File: src/rtl/core/hbtm_pkg.sv
// ============================================================================
// Heartbeat timeout monitor package
// Shared widths, register map, transition codes, request modes and timeout reset value.
// ============================================================================
`default_nettype none

package hbtm_pkg;

   // Field widths of the request and result.
   localparam int unsigned CHANNEL_W    = 2;
   localparam int unsigned TIME_W       = 32;
   localparam int unsigned TRANS_W      = 2;
   localparam int unsigned ACTIVE_W     = 3;

   // Channel storage; the request can address at most four entries.
   localparam int unsigned DEF_NUM_CHANNELS = 4;
   localparam int unsigned MAX_CHANNELS     = 8;
   localparam int unsigned CH_CMP_W         = 3;

   // Configuration port.
   localparam int unsigned NUM_TIMEOUT_REGS = 4;
   localparam int unsigned CSR_ADDR_W       = 5;
   localparam int unsigned CSR_DATA_W       = 32;
   localparam int unsigned REG_IDX_W        = 3;

   localparam logic [TIME_W-1:0] TIMEOUT_RESET = 32'd100;

   // Register indexes; the byte address is four times the index.
   typedef enum logic [REG_IDX_W-1:0] {
      REG_TIMEOUT_CH0  = 3'd0,
      REG_TIMEOUT_CH1  = 3'd1,
      REG_TIMEOUT_CH2  = 3'd2,
      REG_TIMEOUT_CH3  = 3'd3,
      REG_ACTIVE_COUNT = 3'd4
   } reg_idx_type;

   // Transition codes.
   localparam logic [TRANS_W-1:0] TR_NONE    = 2'd0;
   localparam logic [TRANS_W-1:0] TR_OFFLINE = 2'd1;
   localparam logic [TRANS_W-1:0] TR_ONLINE  = 2'd2;

   // Request modes.
   localparam logic MODE_FEED  = 1'b0;
   localparam logic MODE_CHECK = 1'b1;

endpackage : hbtm_pkg

`default_nettype wire

File: src/rtl/core/heartbeat_timeout_monitor.sv
// ============================================================================
// Heartbeat timeout monitor
// Per-channel watchdog: feeds record the time, checks detect timeouts and
// report online and offline transitions.
// ============================================================================
//
//   Channel   Handshake                    Payload
//   --------  ---------------------------  -----------------------------------
//   request   start high, busy low         req_mode, req_channel, req_now_ms
//   result    rsp_strobe, one cycle        rsp_channel_out, rsp_transition,
//                                          rsp_is_online, rsp_offline_duration,
//                                          rsp_last_feed_time,
//                                          rsp_stored_transition
//   config    psel, penable, pwrite        paddr, pwdata, prdata, pready
//
// One request is taken in every cycle; busy stays low.
// An accepted request loads the request register, and the channel update then
// loads the result register, which drives the strobe and the result.
// Channel state is written at the same edge as the result, so a following
// request to the same channel sees the updated state without forwarding.
// Synchronous reset clears all channel state and restores the configuration registers.
// The receiver cannot stall; every result is shown for exactly one cycle.
// ============================================================================
`default_nettype none

module heartbeat_timeout_monitor
   import hbtm_pkg::*;
#(
   parameter int unsigned NUM_CHANNELS = DEF_NUM_CHANNELS
) (
   input  wire logic                    clock,
   input  wire logic                    reset,
   // Request channel
   input  wire logic                    start,
   output logic                         busy,
   input  wire logic                    req_mode,
   input  wire logic [CHANNEL_W-1:0]    req_channel,
   input  wire logic [TIME_W-1:0]       req_now_ms,
   // Result channel
   output logic                         rsp_strobe,
   output logic [CHANNEL_W-1:0]         rsp_channel_out,
   output logic [TRANS_W-1:0]           rsp_transition,
   output logic                         rsp_is_online,
   output logic [TIME_W-1:0]            rsp_offline_duration,
   output logic [TIME_W-1:0]            rsp_last_feed_time,
   output logic [TRANS_W-1:0]           rsp_stored_transition,
   // Configuration port
   input  wire logic                    psel,
   input  wire logic                    penable,
   input  wire logic                    pwrite,
   input  wire logic [CSR_ADDR_W-1:0]   paddr,
   input  wire logic [CSR_DATA_W-1:0]   pwdata,
   output logic [CSR_DATA_W-1:0]        prdata,
   output logic                         pready
);

   // ------------------------------------------------------------------------
   // Configuration registers
   // ------------------------------------------------------------------------
   logic [TIME_W-1:0]   timeout_ff [NUM_TIMEOUT_REGS];
   logic [ACTIVE_W-1:0] active_count_ff;
   reg_idx_type         csr_idx;
   logic                csr_write;

   assign pready    = 1'b1;
   assign csr_idx   = reg_idx_type'(paddr[CSR_ADDR_W-1:2]);
   assign csr_write = psel && penable && pwrite && pready;

   // Register writes.
   always_ff @(posedge clock) begin
      if (reset) begin
         for (int i = 0; i < NUM_TIMEOUT_REGS; i++) begin
            timeout_ff[i] <= TIMEOUT_RESET;
         end
         active_count_ff <= '0;
      end else if (csr_write) begin
         unique case (csr_idx)
            REG_TIMEOUT_CH0:  timeout_ff[0]   <= pwdata;
            REG_TIMEOUT_CH1:  timeout_ff[1]   <= pwdata;
            REG_TIMEOUT_CH2:  timeout_ff[2]   <= pwdata;
            REG_TIMEOUT_CH3:  timeout_ff[3]   <= pwdata;
            REG_ACTIVE_COUNT: active_count_ff <= pwdata[ACTIVE_W-1:0];
            default: ;
         endcase
      end
   end

   // Register reads.
   always_comb begin
      unique case (csr_idx)
         REG_TIMEOUT_CH0:  prdata = timeout_ff[0];
         REG_TIMEOUT_CH1:  prdata = timeout_ff[1];
         REG_TIMEOUT_CH2:  prdata = timeout_ff[2];
         REG_TIMEOUT_CH3:  prdata = timeout_ff[3];
         REG_ACTIVE_COUNT: prdata = {{(CSR_DATA_W-ACTIVE_W){1'b0}}, active_count_ff};
         default:          prdata = '0;
      endcase
   end

   // ------------------------------------------------------------------------
   // Request register
   // ------------------------------------------------------------------------
   logic                 in_valid_ff;
   logic                 in_mode_ff;
   logic [CHANNEL_W-1:0] in_channel_ff;
   logic [TIME_W-1:0]    in_now_ff;

   assign busy = 1'b0;

   always_ff @(posedge clock) begin
      if (reset) begin
         in_valid_ff <= 1'b0;
      end else begin
         in_valid_ff <= start && !busy;
      end
   end

   always_ff @(posedge clock) begin
      if (start && !busy) begin
         in_mode_ff    <= req_mode;
         in_channel_ff <= req_channel;
         in_now_ff     <= req_now_ms;
      end
   end

   // ------------------------------------------------------------------------
   // Channel state
   // ------------------------------------------------------------------------
   logic                online_ff   [NUM_CHANNELS];
   logic                pending_ff  [NUM_CHANNELS];
   logic [TIME_W-1:0]   feed_ff     [NUM_CHANNELS];
   logic [TIME_W-1:0]   offstart_ff [NUM_CHANNELS];
   logic [TRANS_W-1:0]  rec_ff      [NUM_CHANNELS];

   logic [NUM_CHANNELS-1:0] hit;
   logic                cur_exists;
   logic                cur_online;
   logic                cur_pending;
   logic [TIME_W-1:0]   cur_feed;
   logic [TIME_W-1:0]   cur_offstart;
   logic [TRANS_W-1:0]  cur_rec;

   // Select the addressed entry; a channel without storage reads as reset.
   always_comb begin
      cur_exists   = 1'b0;
      cur_online   = 1'b0;
      cur_pending  = 1'b0;
      cur_feed     = '0;
      cur_offstart = '0;
      cur_rec      = TR_NONE;
      for (int i = 0; i < NUM_CHANNELS; i++) begin
         hit[i] = ({1'b0, in_channel_ff} == CH_CMP_W'(i));
         if (hit[i]) begin
            cur_exists   = 1'b1;
            cur_online   = online_ff[i];
            cur_pending  = pending_ff[i];
            cur_feed     = feed_ff[i];
            cur_offstart = offstart_ff[i];
            cur_rec      = rec_ff[i];
         end
      end
   end

   // ------------------------------------------------------------------------
   // Feed and check update
   // ------------------------------------------------------------------------
   logic                upd;
   logic [TIME_W-1:0]   elapsed;
   logic                expired;
   logic                nxt_online;
   logic                nxt_pending;
   logic [TIME_W-1:0]   nxt_feed;
   logic [TIME_W-1:0]   nxt_offstart;
   logic [TRANS_W-1:0]  nxt_rec;
   logic [TRANS_W-1:0]  trans;

   assign upd     = in_valid_ff && cur_exists && ({1'b0, in_channel_ff} < active_count_ff);
   assign elapsed = in_now_ff - cur_feed;
   assign expired = cur_online && (elapsed >= timeout_ff[in_channel_ff]);

   always_comb begin
      nxt_online   = cur_online;
      nxt_pending  = cur_pending;
      nxt_feed     = cur_feed;
      nxt_offstart = cur_offstart;
      nxt_rec      = cur_rec;
      trans        = TR_NONE;
      if (upd) begin
         if (in_mode_ff == MODE_FEED) begin
            // A feed brings an offline channel online.
            nxt_feed = in_now_ff;
            if (!cur_online) begin
               nxt_online  = 1'b1;
               nxt_pending = 1'b1;
               nxt_rec     = TR_ONLINE;
            end
         end else begin
            // A check times out, reports a pending online event once, or reports no transition.
            priority if (expired) begin
               nxt_online   = 1'b0;
               nxt_pending  = 1'b0;
               nxt_offstart = in_now_ff;
               trans        = TR_OFFLINE;
            end else if (cur_pending) begin
               nxt_pending = 1'b0;
               trans       = TR_ONLINE;
            end else begin
               trans = TR_NONE;
            end
            nxt_rec = trans;
         end
      end
   end

   // State write-back into the addressed entry.
   always_ff @(posedge clock) begin
      if (reset) begin
         for (int i = 0; i < NUM_CHANNELS; i++) begin
            online_ff[i]   <= 1'b0;
            pending_ff[i]  <= 1'b0;
            feed_ff[i]     <= '0;
            offstart_ff[i] <= '0;
            rec_ff[i]      <= TR_NONE;
         end
      end else begin
         for (int i = 0; i < NUM_CHANNELS; i++) begin
            if (upd && hit[i]) begin
               online_ff[i]   <= nxt_online;
               pending_ff[i]  <= nxt_pending;
               feed_ff[i]     <= nxt_feed;
               offstart_ff[i] <= nxt_offstart;
               rec_ff[i]      <= nxt_rec;
            end
         end
      end
   end

   // ------------------------------------------------------------------------
   // Result register
   // ------------------------------------------------------------------------
   logic                 rsp_strobe_ff;
   logic [CHANNEL_W-1:0] rsp_channel_ff;
   logic [TRANS_W-1:0]   rsp_trans_ff;
   logic                 rsp_online_ff;
   logic [TIME_W-1:0]    rsp_duration_ff;
   logic [TIME_W-1:0]    rsp_feed_ff;
   logic [TRANS_W-1:0]   rsp_rec_ff;
   logic [TIME_W-1:0]    rsp_duration_in;

   assign rsp_duration_in = nxt_online ? '0 : (in_now_ff - nxt_offstart);

   always_ff @(posedge clock) begin
      if (reset) begin
         rsp_strobe_ff <= 1'b0;
      end else begin
         rsp_strobe_ff <= in_valid_ff;
      end
   end

   always_ff @(posedge clock) begin
      if (in_valid_ff) begin
         rsp_channel_ff  <= in_channel_ff;
         rsp_trans_ff    <= trans;
         rsp_online_ff   <= nxt_online;
         rsp_duration_ff <= rsp_duration_in;
         rsp_feed_ff     <= nxt_feed;
         rsp_rec_ff      <= nxt_rec;
      end
   end

   assign rsp_strobe            = rsp_strobe_ff;
   assign rsp_channel_out       = rsp_channel_ff;
   assign rsp_transition        = rsp_trans_ff;
   assign rsp_is_online         = rsp_online_ff;
   assign rsp_offline_duration  = rsp_duration_ff;
   assign rsp_last_feed_time    = rsp_feed_ff;
   assign rsp_stored_transition = rsp_rec_ff;

   // ------------------------------------------------------------------------
   // Assertions
   // ------------------------------------------------------------------------
`ifndef SYNTHESIS
   // Every accepted request yields a result strobe.
   a_result_follows: assert property (@(posedge clock) disable iff (reset)
      (start && !busy) |=> ##1 rsp_strobe_ff)
      else $error("accepted request produced no result");

   // A feed never reports a transition.
   a_feed_no_trans: assert property (@(posedge clock) disable iff (reset)
      (in_valid_ff && in_mode_ff == MODE_FEED) |=> (rsp_trans_ff == TR_NONE))
      else $error("feed reported a transition");

   // An offline transition leaves the channel offline.
   a_offline_flag: assert property (@(posedge clock) disable iff (reset)
      (rsp_strobe_ff && rsp_trans_ff == TR_OFFLINE) |-> !rsp_online_ff)
      else $error("offline transition with channel still online");

   // An online channel reports no offline duration.
   a_online_dur: assert property (@(posedge clock) disable iff (reset)
      (rsp_strobe_ff && rsp_online_ff) |-> (rsp_duration_ff == '0))
      else $error("online channel with nonzero offline duration");

   // A pending online event implies the channel is online.
   a_pending_online: assert property (@(posedge clock) disable iff (reset)
      (upd && cur_pending) |-> cur_online)
      else $error("pending online event on an offline channel");
`endif

endmodule : heartbeat_timeout_monitor

`default_nettype wire

File: config.mk
export PLATFORM = sky130hd
export DESIGN_NAME = heartbeat_timeout_monitor
export DESIGN_NICKNAME = d
export VERILOG_FILES = /design/src/rtl/core/hbtm_pkg.sv /design/src/rtl/core/heartbeat_timeout_monitor.sv
export SDC_FILE = /design/constraint.sdc
export NUM_CORES = 1
export LEC_CHECK = 0
export ABC_AREA = 1
export BUFFER_PORTS_ARGS = -buffer_cell sky130_fd_sc_hd__buf_2
export CORE_ASPECT_RATIO = 1.2
export CORE_UTILIZATION = 66
export CTS_CLUSTER_DIAMETER = 120
export DETAILED_ROUTE_END_ITERATION = 8
export PLACE_DENSITY = 0.85
export SETUP_SLACK_MARGIN = 0.3
export SYNTH_ARGS = -nofsm -noshare
export SYNTH_HDL_FRONTEND = slang
export SYNTH_SLANG_ARGS = --single-unit
File: constraint.sdc
create_clock -name clock -period 19.6 [get_ports clock]
set_clock_uncertainty 0.05 [all_clocks]
set_input_delay 1.96 -clock clock [delete_from_list [all_inputs] [get_ports clock]]
set_output_delay 1.96 -clock clock [all_outputs]
set_load 0.005 [all_outputs]
==> results of run 1 <==
## path summary, 6_finish.rpt
check / slack, ps / cells after the start / endpoint
setup / recovery: 10220 / 40 / rsp_offline_duration[25]
setup reg to reg: 10220 / 40 / rsp_offline_duration[25]
hold reg to reg: 520 / 2 / active_count_ff[1]
hold / removal: 520 / 2 / active_count_ff[1]
## final cells by class
class,count,area (sq um)
clock buffers,57,1256
inverters,289,1087
repair buffers,209,1121
fillers,2630,9896
well taps,526,658.1
flip-flops and latches,513,15340
diodes,1,2.502
multi-input cells,1791,9425
clock inverters,31,257.7
## registers in the layout, summed over array words and instances (netlist names), 2 cells and up, named ones only
name / cells
active_count_ff: 3
feed_ff: 128
in_channel_ff: 2
in_now_ff: 32
offstart_ff: 128
online_ff: 4
pending_ff: 4
rec_ff: 8
rsp_channel_out: 2
rsp_last_feed_time: 32
rsp_offline_duration: 32
rsp_stored_transition: 2
rsp_transition: 2
timeout_ff: 128
## worst max-delay path: cells and delay by family (launching register included)
family / cells / cell delay (ps)
AND/OR/NAND/NOR: 20 / 2770
AO/OA/AOI/OAI: 9 / 2420
buffers and inverters: 7 / 2110
adder cells (fa/ha/maj): 3 / 1020
flip-flops: 1 / 570
XOR/XNOR: 1 / 150
## cell families after synthesis
kind of cell | Yosys count
simple gates | 1156
flops | 513
compound gates | 480
buf+inv | 406
fa+ha+maj | 98
xor+xnor | 46
mux | 9
other cells | 2
## per-layer routing
metal | wire, um | vias up
met5 | 10 | -
met4 | 4047 | 2
met3 | 7506 | 304
met2 | 35420 | 1409
met1 | 24690 | 9935
li1 | - | 9505
## placed cells by master, fill, tap and decap left out, types with 39 or more instances in the layout
| cell type | synthesis | final |
|---|---|---|
| a21oi_1 | 152 | 152 |
| buf_2 | 31 | 179 |
| clkbuf_16 | 0 | 49 |
| edfxtp_1 | 506 | 506 |
| ha_1 | 96 | 96 |
| inv_1 | 274 | 271 |
| nand2_1 | 481 | 480 |
| nand3_1 | 74 | 70 |
| nor2_1 | 531 | 529 |
| o21ai_0 | 121 | 114 |
| xor2_1 | 39 | 39 |
## metrics by stage
step	hold slack [ps]	area (sq um)	total power, W	setup slack [ps]
floorplan	454.5	26280	0.001695	11740
global placement	473.2	27630	0.001849	10740
detailed placement	496.4	27630	0.001870	10560
CTS	514.3	29150	0.002774	10500
global route	561.6	29150	0.002886	9756
finish	518.5	29150	0.002782	10220
## power groups by stage
stage / combinational, W / sequential, W / clock, W
after floorplan: 0.000373 / 0.00132 / 0
after global placement: 0.000523 / 0.00133 / 0
after detailed placement: 0.000542 / 0.00133 / 0
after CTS: 0.000548 / 0.00131 / 0.000919
after global routing: 0.000616 / 0.00131 / 0.000958
final: 0.000556 / 0.00131 / 0.000918
==> results.toml, run 1 <==
[status]
outcome = "finished, final reports clean"

[pwr]
seq_power_share = 0.470
power_frac_comb = 0.200
clock_power_share = 0.330
power_switching_w = 0.0008132
p_per_area_nw_per_um2 = 95.45
switching_share = 0.2923
p_leak_nw = 11.92
p_int_w = 0.001969
peakVddDrop_uv = 93.41

[sta]
worst_slew_pin_slew_ps = 1269
fin_crit_sh = 0.4785
setup_viol = 0
drv_slew = 0
final-hold-violation-count = 0
tns_ps = 0
timing.fmax_ghz = 0.1066
slew_headroom = 0.1533
post-route-min-period_ps = 9379
rsz0062_at_grt = "false"

[route]
dr.first_iter.drc_count = 2800
drc = 0
via_count = 21160
via_per_inst = 6.191
ant_nets = 0
wl_per_cell_um = 20.98
dr.pass1.iters = 8
routed_wl_mm = 71.67

[worst_setup_path]
start_kind = "register"
slowest_delay_ps = 680
cp_common_cell = "nand2_1"
crit_slowest_cell = "buf_4"
path_max_fanout = 53
worstReg2RegStart = "in_channel_ff[1]"
arrival_ps = 9760
end_kind = "register"
path_class = "register to register"
startpoint = "in_channel_ff[1]"
required_ps = 19980

[layout]
area_growth_pct = 10.93
drive_gt1_frac = 0.1211
finalNonFillerCells = 3417
fin_nets = 3029
utilization = 0.7465

[synthesis]
synth.most_common_cell = "nor2_1"
synth_warnings = 0
yosysTopAreaCell = "edfxtp_1"
synth-seq-cells = 513
synth.mux.area_fraction = 0.004857
ys_types = 56
synth_simple_gate_area_frac = 0.1756
synth_area_per_cell_sq_um = 9.696
synth_common_cells = "531 x nor2_1, 506 x edfxtp_1, 481 x nand2_1, 274 x inv_1, 152 x a21oi_1"
synth-xor-area-share = 0.01533
syn_area_sq_um = 26280
synthTopCellsByArea = "edfxtp_1 58%, nor2_1 7.6%, nand2_1 6.9%, ha_1 4.6%, inv_1 3.9%"
syn_inst = 2710
synth_top_area_frac = 0.5783
synthAdderAreaFrac = 0.04724
syn-num-nets = 2886
synth_compound_area_frac = 0.1117
synth_enable_flop_cells = 506
ys.flop_type = "edfxtp_1"
synth_top_family_by_area = "simple AND/OR/NAND/NOR gates"
synthArstFlopShare = 0
yosysSeqAreaShare = 0.5836

[global_route]
grt_max_degree = 95
grtUsageTotal = 0.3539
grt-ovfl-total = 0
grt.met1_usage = 0.4109
grt_pass1_vias = 21120
antenna_found_initial = 1
grt_pass1_wl_mm = 108.7
grt_use_met2 = 0.6088
met3_usage = 0.06517
busiest_layer = "met2"

[place]
io_buffers = 179
dp.cells = 3328
place_congestion = 0.9406
dpl.hpwl_mm = 46.01

[cts]
cts_tree = "yes"
hold_buffers = 0
cts_setup_buffers = 0
htree_levels = 2
numCtsBuffers = 49
cts_sinks = 513
cts_resized = 0
ctsRootBufferMaster = "clkbuf_16"
clkLatencyLatePin_ps = 580
clock_path_buffers = 3
clkTransAtPathRegs_ps = 60

[worst_hold_path]
worstHoldPathType = "register to register"
worstHoldStart = "active_count_ff[1]"

[floorplan]
start_util = 0.6730
dieHeight_um = 220.6
dieArea_sq_um = 40620
core_region_area_sq_um = 39040
ios = 184
rows = 79
die_x_um = 184.1

[run]
drv_cap = 0
No activity file was read; power rests on OpenSTA's default activity.
==> inputs of run 2 (changes only) <==
ABC_AREA = 0   (was 1)
CORE_UTILIZATION = 55   (was 66)
PLACE_DENSITY = 0.76   (was 0.85)
clock period = 7.75 ns   (was 19.6 ns; I/O delays follow)
==> run 2 against run 1 <==
Net effect:
- sequential share of layout area decreased by 4.1 points
- register-to-register slack worse by 10000 ps
- maximum frequency grew 22%
- critical path type unchanged
- critical endpoint is now rsp_offline_duration[28]
- largest cell class unchanged
==> results.toml, run 2 <==
[synthesis]
syn_area_sq_um = 26130
synth_warnings = 0
synthTopCellsByArea = "edfxtp_1 58%, mux4_2 8.7%, ha_1 4.6%, nor2b_1 3.2%, nor2_1 3.1%"
synth.most_common_cell = "edfxtp_1"
syn_inst = 1998
synthArstFlopShare = 0
synthAdderAreaFrac = 0.04750
synth_enable_flop_cells = 506
synth-seq-cells = 513
synth_top_family_by_area = "simple AND/OR/NAND/NOR gates"
syn-num-nets = 2174
synth_area_per_cell_sq_um = 13.08
synth_top_area_frac = 0.5815
synth_common_cells = "506 x edfxtp_1, 217 x nor2_1, 154 x inv_1, 134 x nor2b_1, 122 x and2_1"
yosysTopAreaCell = "edfxtp_1"
ys_types = 67
synth-xor-area-share = 0.01642
synth_compound_area_frac = 0.07206
synth.mux.area_fraction = 0.1166
ys.flop_type = "edfxtp_1"
synth_simple_gate_area_frac = 0.1221
yosysSeqAreaShare = 0.5868

[floorplan]
dieArea_sq_um = 48390
ios = 184
die_x_um = 201.0
rows = 87
dieHeight_um = 240.8
core_region_area_sq_um = 46920
start_util = 0.5570

[layout]
regArea_sq_um = 15340
drive_gt1_frac = 0.3030
area_growth_pct = 20.91
final_cell_mix = "506 x edfxtp_1, 212 x nor2_1, 206 x buf_4"
n_antenna_cell = 0
nFillCells = 3228
largestRegisters = "feed_ff: 128 flops, offstart_ff: 128 flops, timeout_ff: 128 flops"
fin_nets = 2529
multiInputGateArea_sq_um = 10520
final_common_cell = "edfxtp_1"
final_area_sq_um = 31600
finalNonFillerCells = 3016

[sta]
worst_slew_pin_slew_ps = 1098
rsz0062_at_grt = "true"
setup_viol = 0
post-route-min-period_ps = 7704
drv_slew = 0
fin_crit_sh = 0.9941
slew_headroom = 0.2678
final-hold-violation-count = 0
timing.fmax_ghz = 0.1298

[worst_setup_path]
end_kind = "register"
arrival_ps = 7980
reg2reg_slack_ps = 50
start_kind = "register"
slowest_delay_ps = 530
required_ps = 8030
path_class = "register to register"
crit_slowest_cell = "mux4_2"
path_max_fanout = 8

[route]
via_per_inst = 5.875
wl_per_cell_um = 21.93
dr.pass1.iters = 5
via_count = 17720
routed_wl_mm = 66.15
drc = 0
dr.first_iter.drc_count = 1405
ant_nets = 0

[cts]
cts_tree = "yes"
ctsRootBufferMaster = "clkbuf_16"
numCtsBuffers = 51
clkTransAtPathRegs_ps = 70
clkLatencyLatePin_ps = 610
htree_levels = 2
clock_path_buffers = 3
cts_sinks = 513

[pwr]
p_per_area_nw_per_um2 = 234.7
p_leak_nw = 12.72
peakVddDrop_uv = 179.6

[global_route]
grt_pass1_vias = 18230
antenna_found_initial = 3
grt_max_degree = 75
grtUsageTotal = 0.2731
grt-ovfl-total = 0
grt_pass1_wl_mm = 100.5

[place]
place_area_sq_um = 29070
dp.cells = 2895
dpl.hpwl_mm = 41.41
place_congestion = 0.8730
io_buffers = 179

[run]
drv_cap = 0

[worst_hold_path]
worstHoldPathType = "primary input to register"

[status]
outcome = "finished, final reports clean"
## run 2: kinds of logic after synthesis
| logic type | after synthesis |
|---|---|
| flip-flops | 513 |
| AO/OA/AOI/OAI | 281 |
| multiplexers | 174 |
| buffers and inverters | 257 |
| other | 2 |
| AND/OR/NAND/NOR | 624 |
| XOR/XNOR | 49 |
| adder cells (fa/ha/maj) | 98 |
## run 2: critical path: cells and delay by family (launching register included)
| family | cells | cell delay, ps |
|---|---|---|
| xor+xnor | 1 | 170 |
| buf+inv | 7 | 830 |
| fa+ha+maj | 4 | 970 |
| flops | 1 | 380 |
| mux | 2 | 760 |
| compound gates | 15 | 3030 |
| simple gates | 5 | 1210 |
## run 2: final timing paths
check                      from                  endpoint  cells past startpoint
max            in_channel_ff[0]  rsp_offline_duration[28]                     34
min              req_now_ms[26]             in_now_ff[26]                      1
max reg2reg    in_channel_ff[0]  rsp_offline_duration[28]                     34
min reg2reg  active_count_ff[1]        active_count_ff[1]                      2
## run 2: what timing repair did
item,4_1_cts,5_1_grt
buffers inserted,17,8
hold buffers,0,0
setup endpoints to repair,22,21
resized for setup,80,55
cloned,2,1
pin swaps,34,45
## run 2: metal layers
layer	vias to the layer above	track usage	part of all wire	routed length [um]
li1	8012	-	-	-
met2	781	0.4833	0.50	33190
met5	-	0	0.00041	27
met1	8805	0.3378	0.39	25780
met4	4	0.1002	0.028	1825
met3	118	0.04604	0.081	5332
## run 2: power breakdown
part | leakage, nW | internal (W) | switching (W)
sequential | 5.12 | 0.00322 | 0.0000864
clock | 0.778 | 0.00138 | 0.00106
combinational | 6.83 | 0.000804 | 0.000872
total | 12.7 | 0.00540 | 0.00202
## run 2: per-stage QoR
stage                     hold slack [ps]  utilization  setup TNS (ps)  setup slack, ps  total power [W]
after floorplan                     435.9            -               0            67.64         0.004253
after global placement              466.3       0.6196           -2017           -295.1         0.004795
after detailed placement            478.0       0.6196           -2966           -385.7         0.004842
after CTS                           260.1       0.6654               0            72.19         0.007350
after global routing                278.5       0.6734           -1056           -173.3         0.007685
final                               285.3       0.6734               0            46.05         0.007415
## run 2: cell type report
cell class                      instances  area share
Sequential cell                       513      0.4855
Tap cell                              623     0.02467
Multi-Input combinational cell       1228      0.3330
Clock inverter                         23    0.007168
Timing Repair Buffer                  405     0.08780
Inverter                              154     0.01830
Clock buffer                           70     0.04360
